--- config.mk ---
export PLATFORM = sky130hd
export DESIGN_NAME = wheel_speed_vibration_telemetry_unit
export DESIGN_NICKNAME = d
export VERILOG_FILES = /design/src/sv/wsvt_pkg.sv /design/src/sv/wheel_speed_vibration_telemetry_unit.sv /design/src/sv/wsvt_mul.sv /design/src/sv/wsvt_div.sv /design/src/sv/wsvt_sqrt.sv
export SDC_FILE = /design/constraint.sdc
export NUM_CORES = 2
export LEC_CHECK = 0
export ABC_AREA = 1
export BUFFER_PORTS_ARGS = -buffer_cell sky130_fd_sc_hd__buf_2
export CORE_ASPECT_RATIO = 1.75
export CORE_MARGIN = 4
export CORE_UTILIZATION = 50
export DETAILED_ROUTE_END_ITERATION = 6
export GPL_TIMING_DRIVEN = 0
export PLACE_DENSITY = 0.67
export SLEW_MARGIN = 10
export SYNTH_ARGS = -nofsm -noshare
export SYNTH_HDL_FRONTEND = slang
export SYNTH_SLANG_ARGS = --single-unit
--- constraint.sdc ---
create_clock -name aclk -period 21.3 [get_ports aclk]
set_clock_uncertainty 0.1 [all_clocks]
set_input_delay 2.13 -clock aclk [delete_from_list [all_inputs] [get_ports aclk]]
set_output_delay 2.13 -clock aclk [all_outputs]
set_load 0.02 [all_outputs]
--- src/sv/wsvt_pkg.sv ---
// ----------------------------------------------------------------------------
// wsvt_pkg
// shared widths and constants of the wheel speed and vibration telemetry unit
// ----------------------------------------------------------------------------
package wsvt_pkg;

    localparam int unsigned NUM_W  = 52;
    localparam int unsigned DEN_W  = 5;
    localparam int unsigned ROOT_W = 26;
    localparam int unsigned MUL_W  = 26;

    localparam logic [17:0] INV_TWO_PI_Q20 = 18'd166886;
    localparam logic [22:0] SPEED_FLOOR    = 23'd3277;
    localparam logic [22:0] SPEED_MAX      = 23'd8388607;
    localparam logic [18:0] CIRC_RESET     = 19'd137953;
    localparam logic [15:0] TEMP_RESET     = 16'd2560;
    localparam logic [23:0] MEAN_MAX       = 24'hFFFFFF;
    localparam logic [51:0] SUM_MAX        = {52{1'b1}};
    localparam logic [22:0] RMS_MAX        = 23'd8388607;
    // ceil(2^27 / 5), exact floor division by 5 for numerators below 2^26
    localparam logic [25:0] RECIP_5        = 26'd26843546;

endpackage

--- src/sv/wheel_speed_vibration_telemetry_unit.sv ---
// ----------------------------------------------------------------------------
// wheel_speed_vibration_telemetry_unit
// per-sample wheel speed, filtered acceleration and windowed rms vibration
//
//   channel   dir   width  fields
//   s_axis    in    120    spin rate, accel axes, die temperature, flags
//   m_axis    out   88     speed, filtered accel, temperature, rms
//   cfg       in    19     tire circumference
//
// an item may pass through three speed multiplies, one reciprocal multiply each
// for the filter and the mean, and the 26-step square root; a frame item adds
// the 52-step divider, a second square root and the output state, plus any
// wait for the receiver
// s_tready is high only in the idle state; a frame waits in the output
// register and the next item is still taken while it waits
// reset is synchronous, active low, and clears all filter state
// ----------------------------------------------------------------------------
module wheel_speed_vibration_telemetry_unit #(
    parameter int FRAME_DIVISOR  = 10,
    parameter int SAMPLE_RATE_HZ = 100
) (
    input  logic         aclk,
    input  logic         aresetn,
    input  logic         s_tvalid,
    output logic         s_tready,
    // spin_rate, spin_rate_valid, accel_x, accel_y, accel_z, accel_valid,
    // die_temperature, temperature_valid
    input  logic [119:0] s_tdata,
    output logic         m_tvalid,
    input  logic         m_tready,
    // speed, filtered_acceleration, temperature, vibration_rms
    output logic [87:0]  m_tdata,
    input  logic         cfg_wr_en,
    input  logic [18:0]  cfg_wr_data
);

    localparam logic [4:0] ST_IDLE   = 5'd0;
    localparam logic [4:0] ST_SPD0   = 5'd1;
    localparam logic [4:0] ST_SPD1   = 5'd2;
    localparam logic [4:0] ST_SPD2   = 5'd3;
    localparam logic [4:0] ST_SPD3   = 5'd4;
    localparam logic [4:0] ST_SPD4   = 5'd5;
    localparam logic [4:0] ST_ACC1   = 5'd6;
    localparam logic [4:0] ST_ACC2   = 5'd7;
    localparam logic [4:0] ST_ACCW   = 5'd8;
    localparam logic [4:0] ST_SQ0    = 5'd9;
    localparam logic [4:0] ST_SQ1    = 5'd10;
    localparam logic [4:0] ST_SQ2    = 5'd11;
    localparam logic [4:0] ST_SQ3    = 5'd12;
    localparam logic [4:0] ST_MAG    = 5'd13;
    localparam logic [4:0] ST_MAGW   = 5'd14;
    localparam logic [4:0] ST_MEAN   = 5'd15;
    localparam logic [4:0] ST_MEANW  = 5'd16;
    localparam logic [4:0] ST_DEV0   = 5'd17;
    localparam logic [4:0] ST_DEV1   = 5'd18;
    localparam logic [4:0] ST_FRM    = 5'd19;
    localparam logic [4:0] ST_RMSD   = 5'd20;
    localparam logic [4:0] ST_RMSS   = 5'd21;
    localparam logic [4:0] ST_OUT    = 5'd22;

    localparam logic signed [11:0] SR_C  = 12'(SAMPLE_RATE_HZ);
    localparam logic [3:0]         FD_C  = 4'(FRAME_DIVISOR);

    logic [4:0]  state_reg, state_next;
    logic [18:0] circ_reg;

    logic signed [23:0] spin_reg, ax_reg, ay_reg, az_reg;
    logic               acc_v_reg, temp_v_reg;
    logic [15:0]        die_reg;

    logic [22:0]        speed_reg, prev_reg;
    logic signed [23:0] filt_reg;
    logic [23:0]        mean_reg;
    logic [51:0]        sum_reg;
    logic [3:0]         cnt_reg;
    logic [3:0]         fd_reg;
    logic [15:0]        temp_reg;
    logic [21:0]        tl_reg;
    logic [61:0]        acc_reg;
    logic signed [35:0] a_reg;
    logic [24:0]        mag_reg;
    logic [25:0]        dev_reg;
    logic               neg_reg;
    logic [22:0]        rms_reg;

    logic               m_valid_reg;
    logic [87:0]        m_data_reg;

    logic [25:0] mul_a, mul_b;
    logic [51:0] prod;
    logic [24:0] div5_q;
    logic        div_start, div_done;
    logic [51:0] div_num, div_quo;
    logic [4:0]  div_den;
    logic        sq_start, sq_done;
    logic [51:0] sq_val;
    logic [25:0] sq_root;

    logic [23:0]        omega;
    logic [23:0]        abs_x, abs_y, abs_z;
    logic [25:0]        speed_raw;
    logic signed [36:0] n_acc;
    logic signed [28:0] x_acc;
    logic [29:0]        num_acc;
    logic signed [30:0] q_acc, f_sum;
    logic signed [26:0] x_mean;
    logic signed [24:0] xx_mean;
    logic [25:0]        num_mean;
    logic signed [27:0] q_mean, m_sum;
    logic [23:0]        m_new;
    logic signed [26:0] dev_s;
    logic [52:0]        sum_add;
    logic [3:0]         fd_inc;
    logic               frame;
    logic               out_free;

    wsvt_mul u_mul (
        .aclk (aclk),
        .op_a (mul_a),
        .op_b (mul_b),
        .prod (prod)
    );

    wsvt_div u_div (
        .aclk    (aclk),
        .aresetn (aresetn),
        .start   (div_start),
        .num     (div_num),
        .den     (div_den),
        .done    (div_done),
        .quo     (div_quo)
    );

    wsvt_sqrt u_sqrt (
        .aclk    (aclk),
        .aresetn (aresetn),
        .start   (sq_start),
        .val     (sq_val),
        .done    (sq_done),
        .root    (sq_root)
    );

    assign omega = spin_reg[23] ? 24'(-spin_reg) : 24'(spin_reg);
    assign abs_x = ax_reg[23] ? 24'(-ax_reg) : 24'(ax_reg);
    assign abs_y = ay_reg[23] ? 24'(-ay_reg) : 24'(ay_reg);
    assign abs_z = az_reg[23] ? 24'(-az_reg) : 24'(az_reg);

    assign speed_raw = acc_reg[61:36];

    // floor division by 5 through the reciprocal product
    assign div5_q = prod[51:27];

    assign n_acc   = 37'(a_reg) - {{5{filt_reg[23]}}, filt_reg, 8'b0} + 37'sd640;
    assign x_acc   = n_acc[36:8];
    assign num_acc = x_acc[28] ? 30'(-31'(x_acc) + 31'sd4) : 30'(x_acc);
    assign q_acc   = neg_reg ? -$signed({6'b000000, div5_q}) : $signed({6'b000000, div5_q});
    assign f_sum   = 31'(filt_reg) + q_acc;

    assign x_mean   = $signed({2'b00, mag_reg}) - $signed({3'b000, mean_reg}) + 27'sd10;
    assign xx_mean  = x_mean[26:2];
    assign num_mean = xx_mean[24] ? 26'(-26'(xx_mean) + 26'sd4) : 26'(xx_mean);
    assign q_mean   = neg_reg ? -$signed({3'b000, div5_q})
                              : $signed({3'b000, div5_q});
    assign m_sum    = $signed({4'b0000, mean_reg}) + q_mean;
    assign m_new    = m_sum[27] ? 24'd0 : (m_sum > 28'sd16777215 ? wsvt_pkg::MEAN_MAX
                                                                 : m_sum[23:0]);
    assign dev_s    = $signed({2'b00, mag_reg}) - $signed({3'b000, m_new});

    assign sum_add  = {1'b0, sum_reg} + {1'b0, prod};
    assign fd_inc   = fd_reg + 4'd1;
    assign frame    = fd_inc >= FD_C;
    assign out_free = !m_valid_reg || m_tready;

    always_comb begin
        mul_a = '0;
        mul_b = '0;
        case (state_reg)
            ST_SPD0: begin
                mul_a = 26'(omega);
                mul_b = 26'(circ_reg);
            end
            ST_SPD1: begin
                mul_a = 26'(prod[42:22]);
                mul_b = 26'(wsvt_pkg::INV_TWO_PI_Q20);
            end
            ST_SPD2: begin
                mul_a = 26'(tl_reg);
                mul_b = 26'(wsvt_pkg::INV_TWO_PI_Q20);
            end
            ST_ACC2: begin
                mul_a = 26'(num_acc);
                mul_b = wsvt_pkg::RECIP_5;
            end
            ST_SQ0: begin
                mul_a = 26'(abs_x);
                mul_b = 26'(abs_x);
            end
            ST_SQ1: begin
                mul_a = 26'(abs_y);
                mul_b = 26'(abs_y);
            end
            ST_SQ2: begin
                mul_a = 26'(abs_z);
                mul_b = 26'(abs_z);
            end
            ST_MEAN: begin
                mul_a = num_mean;
                mul_b = wsvt_pkg::RECIP_5;
            end
            ST_DEV0: begin
                mul_a = dev_reg;
                mul_b = dev_reg;
            end
            default: begin
                mul_a = '0;
                mul_b = '0;
            end
        endcase
    end

    always_comb begin
        div_start = 1'b0;
        div_num   = sum_reg;
        div_den   = {1'b0, cnt_reg};
        sq_start  = 1'b0;
        sq_val    = acc_reg[51:0];
        case (state_reg)
            ST_FRM: begin
                div_start = frame && (cnt_reg != 4'd0);
            end
            ST_MAG: begin
                sq_start = 1'b1;
                sq_val   = acc_reg[51:0];
            end
            ST_RMSD: begin
                sq_start = div_done;
                sq_val   = div_quo;
            end
            default: begin
                div_start = 1'b0;
                sq_start  = 1'b0;
            end
        endcase
    end

    always_comb begin
        state_next = state_reg;
        case (state_reg)
            ST_IDLE: begin
                if (s_tvalid) begin
                    state_next = s_tdata[24] ? ST_SPD0 : ST_ACC1;
                end
            end
            ST_SPD0:  state_next = ST_SPD1;
            ST_SPD1:  state_next = ST_SPD2;
            ST_SPD2:  state_next = ST_SPD3;
            ST_SPD3:  state_next = ST_SPD4;
            ST_SPD4:  state_next = ST_ACC1;
            ST_ACC1:  state_next = ST_ACC2;
            ST_ACC2:  state_next = ST_ACCW;
            ST_ACCW:  state_next = acc_v_reg ? ST_SQ0 : ST_FRM;
            ST_SQ0:   state_next = ST_SQ1;
            ST_SQ1:   state_next = ST_SQ2;
            ST_SQ2:   state_next = ST_SQ3;
            ST_SQ3:   state_next = ST_MAG;
            ST_MAG:   state_next = ST_MAGW;
            ST_MAGW: begin
                if (sq_done) begin
                    state_next = ST_MEAN;
                end
            end
            ST_MEAN:  state_next = ST_MEANW;
            ST_MEANW: state_next = ST_DEV0;
            ST_DEV0:  state_next = ST_DEV1;
            ST_DEV1:  state_next = ST_FRM;
            ST_FRM: begin
                if (!frame) begin
                    state_next = ST_IDLE;
                end else if (cnt_reg != 4'd0) begin
                    state_next = ST_RMSD;
                end else begin
                    state_next = ST_OUT;
                end
            end
            ST_RMSD: begin
                if (div_done) begin
                    state_next = ST_RMSS;
                end
            end
            ST_RMSS: begin
                if (sq_done) begin
                    state_next = ST_OUT;
                end
            end
            ST_OUT: begin
                if (out_free) begin
                    state_next = ST_IDLE;
                end
            end
            default:  state_next = ST_IDLE;
        endcase
    end

    always_ff @(posedge aclk) begin
        if (!aresetn) begin
            state_reg   <= ST_IDLE;
            circ_reg    <= wsvt_pkg::CIRC_RESET;
            prev_reg    <= '0;
            filt_reg    <= '0;
            mean_reg    <= '0;
            sum_reg     <= '0;
            cnt_reg     <= '0;
            fd_reg      <= '0;
            temp_reg    <= wsvt_pkg::TEMP_RESET;
            m_valid_reg <= 1'b0;
        end else begin
            state_reg <= state_next;
            if (cfg_wr_en) begin
                circ_reg <= cfg_wr_data;
            end
            m_valid_reg <= ((state_reg == ST_OUT) && out_free) || (m_valid_reg && !m_tready);
            case (state_reg)
                ST_ACCW: begin
                    if (f_sum > 31'sd8388607) begin
                        filt_reg <= 24'sh7FFFFF;
                    end else if (f_sum < -31'sd8388608) begin
                        filt_reg <= 24'sh800000;
                    end else begin
                        filt_reg <= f_sum[23:0];
                    end
                    prev_reg <= speed_reg;
                end
                ST_MEANW: begin
                    mean_reg <= m_new;
                end
                ST_DEV1: begin
                    sum_reg <= sum_add[52] ? wsvt_pkg::SUM_MAX : sum_add[51:0];
                    if (cnt_reg != 4'd15) begin
                        cnt_reg <= cnt_reg + 4'd1;
                    end
                end
                ST_FRM: begin
                    if (temp_v_reg) begin
                        temp_reg <= die_reg;
                    end
                    fd_reg <= frame ? 4'd0 : fd_inc;
                end
                ST_OUT: begin
                    if (out_free) begin
                        sum_reg <= '0;
                        cnt_reg <= '0;
                    end
                end
                default: begin
                end
            endcase
        end
    end

    always_ff @(posedge aclk) begin
        if (state_reg == ST_IDLE && s_tvalid) begin
            spin_reg   <= s_tdata[23:0];
            ax_reg     <= s_tdata[48:25];
            ay_reg     <= s_tdata[72:49];
            az_reg     <= s_tdata[96:73];
            acc_v_reg  <= s_tdata[97];
            die_reg    <= s_tdata[113:98];
            temp_v_reg <= s_tdata[114];
            speed_reg  <= '0;
        end
        case (state_reg)
            ST_SPD1: begin
                tl_reg <= prod[21:0];
            end
            ST_SPD2: begin
                acc_reg <= {prod[39:0], 22'b0};
            end
            ST_SPD3: begin
                acc_reg <= acc_reg + 62'(prod) + (62'd1 << 35);
            end
            ST_SPD4: begin
                if (speed_raw > 26'(wsvt_pkg::SPEED_MAX)) begin
                    speed_reg <= wsvt_pkg::SPEED_MAX;
                end else if (speed_raw[22:0] < wsvt_pkg::SPEED_FLOOR) begin
                    speed_reg <= '0;
                end else begin
                    speed_reg <= speed_raw[22:0];
                end
            end
            ST_ACC1: begin
                a_reg <= 36'(($signed({1'b0, speed_reg}) - $signed({1'b0, prev_reg})) * SR_C);
            end
            ST_ACC2: begin
                neg_reg <= x_acc[28];
            end
            ST_SQ1: begin
                acc_reg <= 62'(prod);
            end
            ST_SQ2, ST_SQ3: begin
                acc_reg <= acc_reg + 62'(prod);
            end
            ST_MAGW: begin
                if (sq_done) begin
                    mag_reg <= sq_root[24:0];
                end
            end
            ST_MEAN: begin
                neg_reg <= xx_mean[24];
            end
            ST_MEANW: begin
                dev_reg <= dev_s[26] ? 26'(-dev_s) : 26'(dev_s);
            end
            ST_FRM: begin
                rms_reg <= '0;
            end
            ST_RMSS: begin
                if (sq_done) begin
                    rms_reg <= (sq_root > 26'(wsvt_pkg::RMS_MAX)) ? wsvt_pkg::RMS_MAX
                                                                  : sq_root[22:0];
                end
            end
            ST_OUT: begin
                if (out_free) begin
                    m_data_reg <= {2'b00, rms_reg, temp_reg, filt_reg, prev_reg};
                end
            end
            default: begin
                neg_reg <= neg_reg;
            end
        endcase
    end

    assign s_tready = (state_reg == ST_IDLE);
    assign m_tvalid = m_valid_reg;
    assign m_tdata  = m_data_reg;

endmodule

--- src/sv/wsvt_mul.sv ---
// ----------------------------------------------------------------------------
// wsvt_mul
// shared unsigned multiplier with registered product
// ----------------------------------------------------------------------------
module wsvt_mul (
    input  logic                          aclk,
    input  logic [wsvt_pkg::MUL_W-1:0]    op_a,
    input  logic [wsvt_pkg::MUL_W-1:0]    op_b,
    output logic [2*wsvt_pkg::MUL_W-1:0]  prod
);

    logic [2*wsvt_pkg::MUL_W-1:0] prod_reg;

    always_ff @(posedge aclk) begin
        prod_reg <= op_a * op_b;
    end

    assign prod = prod_reg;

endmodule

--- src/sv/wsvt_div.sv ---
// ----------------------------------------------------------------------------
// wsvt_div
// restoring divider, one quotient bit per cycle, small divisor
// ----------------------------------------------------------------------------
module wsvt_div (
    input  logic                        aclk,
    input  logic                        aresetn,
    input  logic                        start,
    input  logic [wsvt_pkg::NUM_W-1:0]  num,
    input  logic [wsvt_pkg::DEN_W-1:0]  den,
    output logic                        done,
    output logic [wsvt_pkg::NUM_W-1:0]  quo
);

    logic [wsvt_pkg::NUM_W-1:0] quo_reg, quo_next;
    logic [wsvt_pkg::DEN_W-1:0] rem_reg, rem_next;
    logic [wsvt_pkg::DEN_W-1:0] den_reg;
    logic [5:0]                 cnt_reg, cnt_next;
    logic                       busy_reg, busy_next;
    logic                       done_reg, done_next;
    logic [wsvt_pkg::DEN_W:0]   sh;

    always_comb begin
        quo_next  = quo_reg;
        rem_next  = rem_reg;
        cnt_next  = cnt_reg;
        busy_next = busy_reg;
        done_next = 1'b0;
        sh        = {rem_reg, quo_reg[wsvt_pkg::NUM_W-1]};
        if (start) begin
            quo_next  = num;
            rem_next  = '0;
            cnt_next  = 6'(wsvt_pkg::NUM_W);
            busy_next = 1'b1;
        end else if (busy_reg) begin
            if (sh >= {1'b0, den_reg}) begin
                rem_next = wsvt_pkg::DEN_W'(sh - {1'b0, den_reg});
                quo_next = {quo_reg[wsvt_pkg::NUM_W-2:0], 1'b1};
            end else begin
                rem_next = sh[wsvt_pkg::DEN_W-1:0];
                quo_next = {quo_reg[wsvt_pkg::NUM_W-2:0], 1'b0};
            end
            cnt_next = cnt_reg - 6'd1;
            if (cnt_reg == 6'd1) begin
                busy_next = 1'b0;
                done_next = 1'b1;
            end
        end
    end

    always_ff @(posedge aclk) begin
        if (!aresetn) begin
            busy_reg <= 1'b0;
            done_reg <= 1'b0;
            cnt_reg  <= '0;
        end else begin
            busy_reg <= busy_next;
            done_reg <= done_next;
            cnt_reg  <= cnt_next;
        end
        quo_reg <= quo_next;
        rem_reg <= rem_next;
        if (start) begin
            den_reg <= den;
        end
    end

    assign done = done_reg;
    assign quo  = quo_reg;

endmodule

--- src/sv/wsvt_sqrt.sv ---
// ----------------------------------------------------------------------------
// wsvt_sqrt
// digit-by-digit floor square root, one root bit per cycle
// ----------------------------------------------------------------------------
module wsvt_sqrt (
    input  logic                         aclk,
    input  logic                         aresetn,
    input  logic                         start,
    input  logic [wsvt_pkg::NUM_W-1:0]   val,
    output logic                         done,
    output logic [wsvt_pkg::ROOT_W-1:0]  root
);

    logic [wsvt_pkg::NUM_W-1:0]  v_reg, v_next;
    logic [29:0]                 rem_reg, rem_next;
    logic [wsvt_pkg::ROOT_W-1:0] root_reg, root_next;
    logic [4:0]                  cnt_reg, cnt_next;
    logic                        busy_reg, busy_next;
    logic                        done_reg, done_next;
    logic [29:0]                 r2;
    logic [29:0]                 trial;

    always_comb begin
        v_next    = v_reg;
        rem_next  = rem_reg;
        root_next = root_reg;
        cnt_next  = cnt_reg;
        busy_next = busy_reg;
        done_next = 1'b0;
        r2        = {rem_reg[27:0], v_reg[wsvt_pkg::NUM_W-1 -: 2]};
        trial     = {2'b00, root_reg, 2'b01};
        if (start) begin
            v_next    = val;
            rem_next  = '0;
            root_next = '0;
            cnt_next  = 5'(wsvt_pkg::ROOT_W);
            busy_next = 1'b1;
        end else if (busy_reg) begin
            v_next = {v_reg[wsvt_pkg::NUM_W-3:0], 2'b00};
            if (r2 >= trial) begin
                rem_next  = r2 - trial;
                root_next = {root_reg[wsvt_pkg::ROOT_W-2:0], 1'b1};
            end else begin
                rem_next  = r2;
                root_next = {root_reg[wsvt_pkg::ROOT_W-2:0], 1'b0};
            end
            cnt_next = cnt_reg - 5'd1;
            if (cnt_reg == 5'd1) begin
                busy_next = 1'b0;
                done_next = 1'b1;
            end
        end
    end

    always_ff @(posedge aclk) begin
        if (!aresetn) begin
            busy_reg <= 1'b0;
            done_reg <= 1'b0;
            cnt_reg  <= '0;
        end else begin
            busy_reg <= busy_next;
            done_reg <= done_next;
            cnt_reg  <= cnt_next;
        end
        v_reg    <= v_next;
        rem_reg  <= rem_next;
        root_reg <= root_next;
    end

    assign done = done_reg;
    assign root = root_reg;

endmodule

== After elaboration in Yosys (flattened, before gate mapping) ==
Cells that the tools add are included.

* Output and inout port bits: 90
* Input port bits: 144
* Logic and storage cells: 209
* Register bits after elaboration: 818

* Bitwise operators: 3
* Reductions and logical operators: 31
* Order comparisons: 9
* Multiply operators: 2
* Equal/unequal tests: 31
* Add/sub/neg operators: 28
* Muxes and demuxes: 64

{| class="wikitable"
|+ Operators by type and width
! kind !! count
|-
| 52-bit two-way mux || 7
|-
| 62-bit case mux with 4 select lines || 1
|-
| 26-bit case mux with 9 select lines || 1
|-
| 24-bit two-way mux || 8
|-
| 26-bit case mux with 7 select lines || 1
|-
| 23-bit two-way mux || 6
|-
| 5-bit case mux with 23 select lines || 1
|-
| 52-bit case mux with 2 select lines || 1
|-
| 24-bit negator || 4
|-
| 26-bit two-way mux || 3
|-
| 62-bit by 36-bit adder with 62-bit output (second input constant) || 1
|-
| 62-bit by 52-bit adder with 62-bit output || 1
|-
| 28-bit two-way mux || 2
|-
| 52-bit by 52-bit adder with 53-bit output || 1
|-
| 26-bit by 4-bit adder with 26-bit output (second input constant) || 2
|-
| 26-bit by 23-bit greater-than comparator with 1-bit output (second input constant) || 2
|-
| 26-bit by 26-bit multiplier with 52-bit output || 1
|-
| 26-bit negator || 2
|-
| 25-bit by 24-bit subtractor with 26-bit output || 2
|-
| 5-bit two-way mux || 10
|-
| 23-bit case mux with 2 select lines || 1
|-
| 5-bit by 4-bit equality test with 1-bit output (second input constant) || 8
|-
| 37-bit by 10-bit adder with 37-bit output (second input constant) || 1
|-
| 5-bit equality test (second input constant) || 7
|-
| 48 further kinds || 94
|}

== Depth between registers and ports, before layout ==
* Word-level depth: 9
* Depth in mapped cells: 56
* Depth with buffers taken out: 55

== Cells and area by module ==
From an unflattened synthesis, not the netlist that was laid out.

* Cell total of the unflattened synthesis: 11767
* Area, all modules: 83958.0 sq um

{| class="wikitable"
|+ Modules (own cells, without submodules)
! module !! times used !! cells an instance !! area each (sq um)
|-
| wheel_speed_vibration_telemetry_unit || 1 || 6931 || 48397.7
|-
| wsvt_mul || 1 || 3477 || 25409.4
|-
| wsvt_sqrt || 1 || 1015 || 6931.6
|-
| wsvt_div || 1 || 344 || 3219.3
|}

== Least setup slack after synthesis ==
No wires, ideal clock.

* Kind: reg-to-reg
* Start: register state_reg[1]
* End: register u_mul.prod_reg, in the netlist u_mul.prod[49]
* Slack: 12268 ps
* Data arrival time: 8861 ps
* Cell stages (with the launch flop): 39
* Path buffers: 2
* Clock period less this slack: 9032 ps
* Path through: dfxtp_1 inv_1 nor2_1 inv_1 nor2_1 inv_1 nor2_1 inv_1 clkbuf_1 o2111a_1 nand4_1 buf_2 nand2_1 fa_1 inv_1 fa_1 fa_1 inv_1 [... 3 more ...] fa_1 inv_1 fa_1 inv_1 ha_1 nand2_1 nor2_1 inv_1 nor3_1 inv_1 nor2_1 nand3_1 o2111ai_1 nand2_1 o211ai_1 a21oi_1 o31ai_1 xor2_1

* Cells in the longest elaborated chain, start to end: 4
* Elaborated cells between the ends (all ways): 14

{| class="wikitable"
|+ RTL lines
! item !! RTL line !! text
|-
| from (decl) || wheel_speed_vibration_telemetry_unit.sv:64 || <nowiki>logic [4:0] state_reg, state_next;</nowiki>
|-
| from (signal assigned) || wheel_speed_vibration_telemetry_unit.sv:317 || <nowiki>state_reg <= state_next;</nowiki>
|-
| 5-bit by 4-bit equality test with 1-bit output, or another cell as far along || wheel_speed_vibration_telemetry_unit.sv:177 || <nowiki>case (state_reg)</nowiki>
|-
| 2-bit OR reduction (no line) || - ||
|-
| 26-bit case mux with 7 select lines || wheel_speed_vibration_telemetry_unit.sv:177 ||
|-
| 26-bit by 26-bit multiplier with 52-bit output * || wsvt_mul.sv:15 || <nowiki>prod_reg <= op_a * op_b;</nowiki>
|-
| to (signal assigned) || wsvt_mul.sv:15 ||
|-
| to (decl) || wsvt_mul.sv:12 || <nowiki>logic [2*wsvt_pkg::MUL_W-1:0] prod_reg;</nowiki>
|}

Mark *: on every way between the ends. The rest lies on a longest branch, timed or not.
A chain may end at the register's enable or synchronous reset.

== Final worst setup path ==
* Start: register filt_reg[1]
* End: register u_mul.prod_reg, in the netlist u_mul.prod[49]

* Cells in the longest elaborated chain, start to end: 7

{| class="wikitable"
|+ RTL lines
! item !! RTL line !! text
|-
| from (decl) || wheel_speed_vibration_telemetry_unit.sv:72 || <nowiki>logic signed [23:0] filt_reg;</nowiki>
|-
| from (signal assigned) || wheel_speed_vibration_telemetry_unit.sv:329 || <nowiki>filt_reg <= f_sum[23:0];</nowiki>
|-
| 32-bit by 32-bit subtractor with 33-bit output * || wheel_speed_vibration_telemetry_unit.sv:153 || <nowiki>assign n_acc = 37'(a_reg) - {{5{filt_reg[23]}}, filt_reg, 8'b0} + 37'sd640;</nowiki>
|-
| 37-bit by 10-bit adder with 37-bit output * || wheel_speed_vibration_telemetry_unit.sv:153 ||
|-
| 26-bit negator || wheel_speed_vibration_telemetry_unit.sv:155 || <nowiki>assign num_acc = x_acc[28] ? 30'(-31'(x_acc) + 31'sd4) : 30'(x_acc);</nowiki>
|-
| 26-bit by 4-bit adder with 26-bit output || wheel_speed_vibration_telemetry_unit.sv:155 ||
|-
| 26-bit two-way mux * || wheel_speed_vibration_telemetry_unit.sv:155 ||
|-
| 26-bit case mux with 9 select lines * || wheel_speed_vibration_telemetry_unit.sv:177 ||
|-
| 26-bit by 26-bit multiplier with 52-bit output * || wsvt_mul.sv:15 ||
|}

Marks and branches as above.

==> results.txt <==
Worst-margin pin slew - 1.48 ns
Die ar. - 164,000 um^2
Yosys top cell by area - edfxtp_1
Final ANT Viol Nets - 0
Post-Syn Area - 78,800 um^2
Largest net degree at the start of global routing - 39
Slew HR - 0.894%
GR Overflow Total - 0
DR pass1 iterations - 7
Min Tclk post-route - 12.36 ns
Maximum VDD drop - 0.237 mV
Vias in the first global route - 76,400
Mapped Cells - 10,300
CP required - 21.88 ns
Top FF cell, synth - edfxtp_1
Die width - 308 um
Drt initial violations - 6,538
Via count - 74,700
Seq/Total Area, Yosys - 27.2%
RR Startpoint - filt_reg[1]
Wire length per cell - 26.4 um
Most frequent cells in the layout - nand2_1 (2,402), inv_1 (1,826), nor2_1 (862)
Hpwl dp - 279 mm
CP endpoint kind - flip-flop
Sink Count - 813
FF+latch count, synth - 813
CP max FO - 10
Syn_area_per_cell - 7.63 um^2
Final Wtd Congestion - 1.09
Leak pwr - 41.5 nW
Post-Route WL - 337 mm
Setup repair bufs after CTS - 0
Setup ws final - 8.94 ns
Top cell type's share of synthesized area - 19.6%
RSZ-0062 raised after global routing - no
Place WS - 9.56 ns
Outcome - complete, but fails checks
Max FFs per register - 86
Placeable core region - 157,000 um^2
Tightest Hold Check Type - reg -> reg
Hold Buf Count CTS - 0
Fin crit share - 58.0%
Post-CTS resize count - 0
Hold path start - prev_reg[15]
WP data arrival - 12.94 ns
Setup-failing EPs final - 0
Fillers - 15,300
Root Buffer - clkbuf_16
Setup TNS - 0 ns
Crit path launch - filt_reg[1]
Final Hold Vio Count - 0
TritonCTS Buffers - 83
I/O Buffers - 225
Crit Path Category - reg -> reg
Netlist cell types - 79
NumNets Final - 12,000
Vias per inst - 5.84
Initial Utilization - 50.3%
Max-cap violation count - 1
Die H - 533 um
CTS tree - built
Post-route DRC - 3
Initial antenna violation count - 33
Synth warn - 0
First-pass GRT wire length - 483 mm
Max Slew Vio Count - 0
Crit path launch type - flip-flop
Leading cell type in the layout, fill and taps excluded - nand2_1
Synth-to-Final Area Change - 9.34%
FFs w/ async S/R, synth - 0%
Later-pin clock latency in the skew report - 0.80 ns
Share of cells above drive strength 1 - 6.31%
EDFF count, synth - 515
Io pins - 234
Reg clk slew, reported paths - 0.07 ns
Largest cells by area after synthesis - edfxtp_1 (20%), fa_1 (15%), nand2_1 (11%)
Failing checks - DRC, capacitance limit
Total Routing Usage GR - 40.6%
Cell row count - 192
Worst-case clock buffer depth - 3
Crit-path slowest cell - nand4_1
H-tree depth - 3
Fmax achieved - 0.0809 GHz
P per Cell Area - 142 nW/um^2
CP peak stage delay - 1.02 ns
-- final cells by class --
class	count	area (um^2)	share of cell area, %
Tap cell	2037	2550	2.96
Multi-Input combinational cell	7347	49200	57.1
Clock buffer	114	2500	2.90
Clock inverter	41	576	0.668
Sequential cell	813	21400	24.9
Timing Repair Buffer	248	1510	1.76
Buffer	277	1230	1.42
Inverter	1888	7090	8.23
Antenna cell	24	60.1	0.0697
-- worst max-delay path, delay by kind of cell (launching register included) --
kind	cells	cell delay, ns
AND/OR/NAND/NOR	16	2.85
AO/OA/AOI/OAI	7	2.32
adder cells (fa/ha/maj)	9	4.56
buffers and inverters	9	1.52
XOR/XNOR	1	0.25
flip-flops	1	0.67
-- per-stage QoR --
| stage | std cells | power, W | util, % | hold slack [ns] | area (um^2) |
|---|---|---|---|---|---|
| after floorplan | 10300 | 0.00734 | - | 0.300 | 78800 |
| after global placement | 12600 | 0.0102 | 52.7 | 0.303 | 82500 |
| after detailed placement | 12600 | 0.0102 | 52.9 | 0.305 | 82900 |
| after CTS | 12800 | 0.0120 | 54.9 | 0.291 | 86000 |
| after global routing | 12800 | 0.0130 | 55.0 | 0.310 | 86100 |
| final | 12800 | 0.0122 | 55.0 | 0.310 | 86200 |
-- synthesized netlist by cell type, drive strengths merged (121+ instances only) --
cell and count:
o21ai 617, a21oi 688, clkbuf 204, edfxtp 515, nand2 2444, xnor2 121
nor2 908, nand3 421, nand4 127, ha 565, dfxtp 298, inv 1874
fa 605, nor3 135, xor2 235
-- logic make-up after synthesis --
logic type      count (synthesis)  synth area share (%)
xor+xnor                      356                  4.01
buf+inv                      2165                  10.5
other cells                     1               0.00476
fa+ha+maj                    1170                  24.3
simple gates                 4123                  21.9
flops                         813                  27.2
compound gates               1695                  12.0
-- final timing paths --
path	slack, ns	endpoint	cells after the start
worst min-delay path	0.31	m_tdata[15]	0
worst max register to register	8.94	u_mul.prod[49]	42
worst min register to register	0.31	m_tdata[15]	0
worst max-delay path	8.94	u_mul.prod[49]	42
-- layer usage --
| layer | global-route usage [%] | vias up | wire length, um |
|---|---|---|---|
| met4 | 44.7 | 14 | 47400 |
| li1 | - | 33900 | - |
| met5 | 0 | - | 103 |
| met3 | 10.5 | 1591 | 26700 |
| met2 | 68.5 | 3456 | 160000 |
| met1 | 37.6 | 35700 | 103000 |
-- report_power, final --
| part | leakage (nW) | switching [W] | total [W] | internal (W) |
|---|---|---|---|---|
| Clock | 1.48 | 0.000728 | 0.00163 | 0.000907 |
| Sequential | 7.11 | 0.000306 | 0.00246 | 0.00216 |
| Combinational | 32.9 | 0.00568 | 0.00815 | 0.00247 |
| Total | 41.5 | 0.00671 | 0.0122 | 0.00553 |
Note: power is estimated with default switching activity, not from simulation.
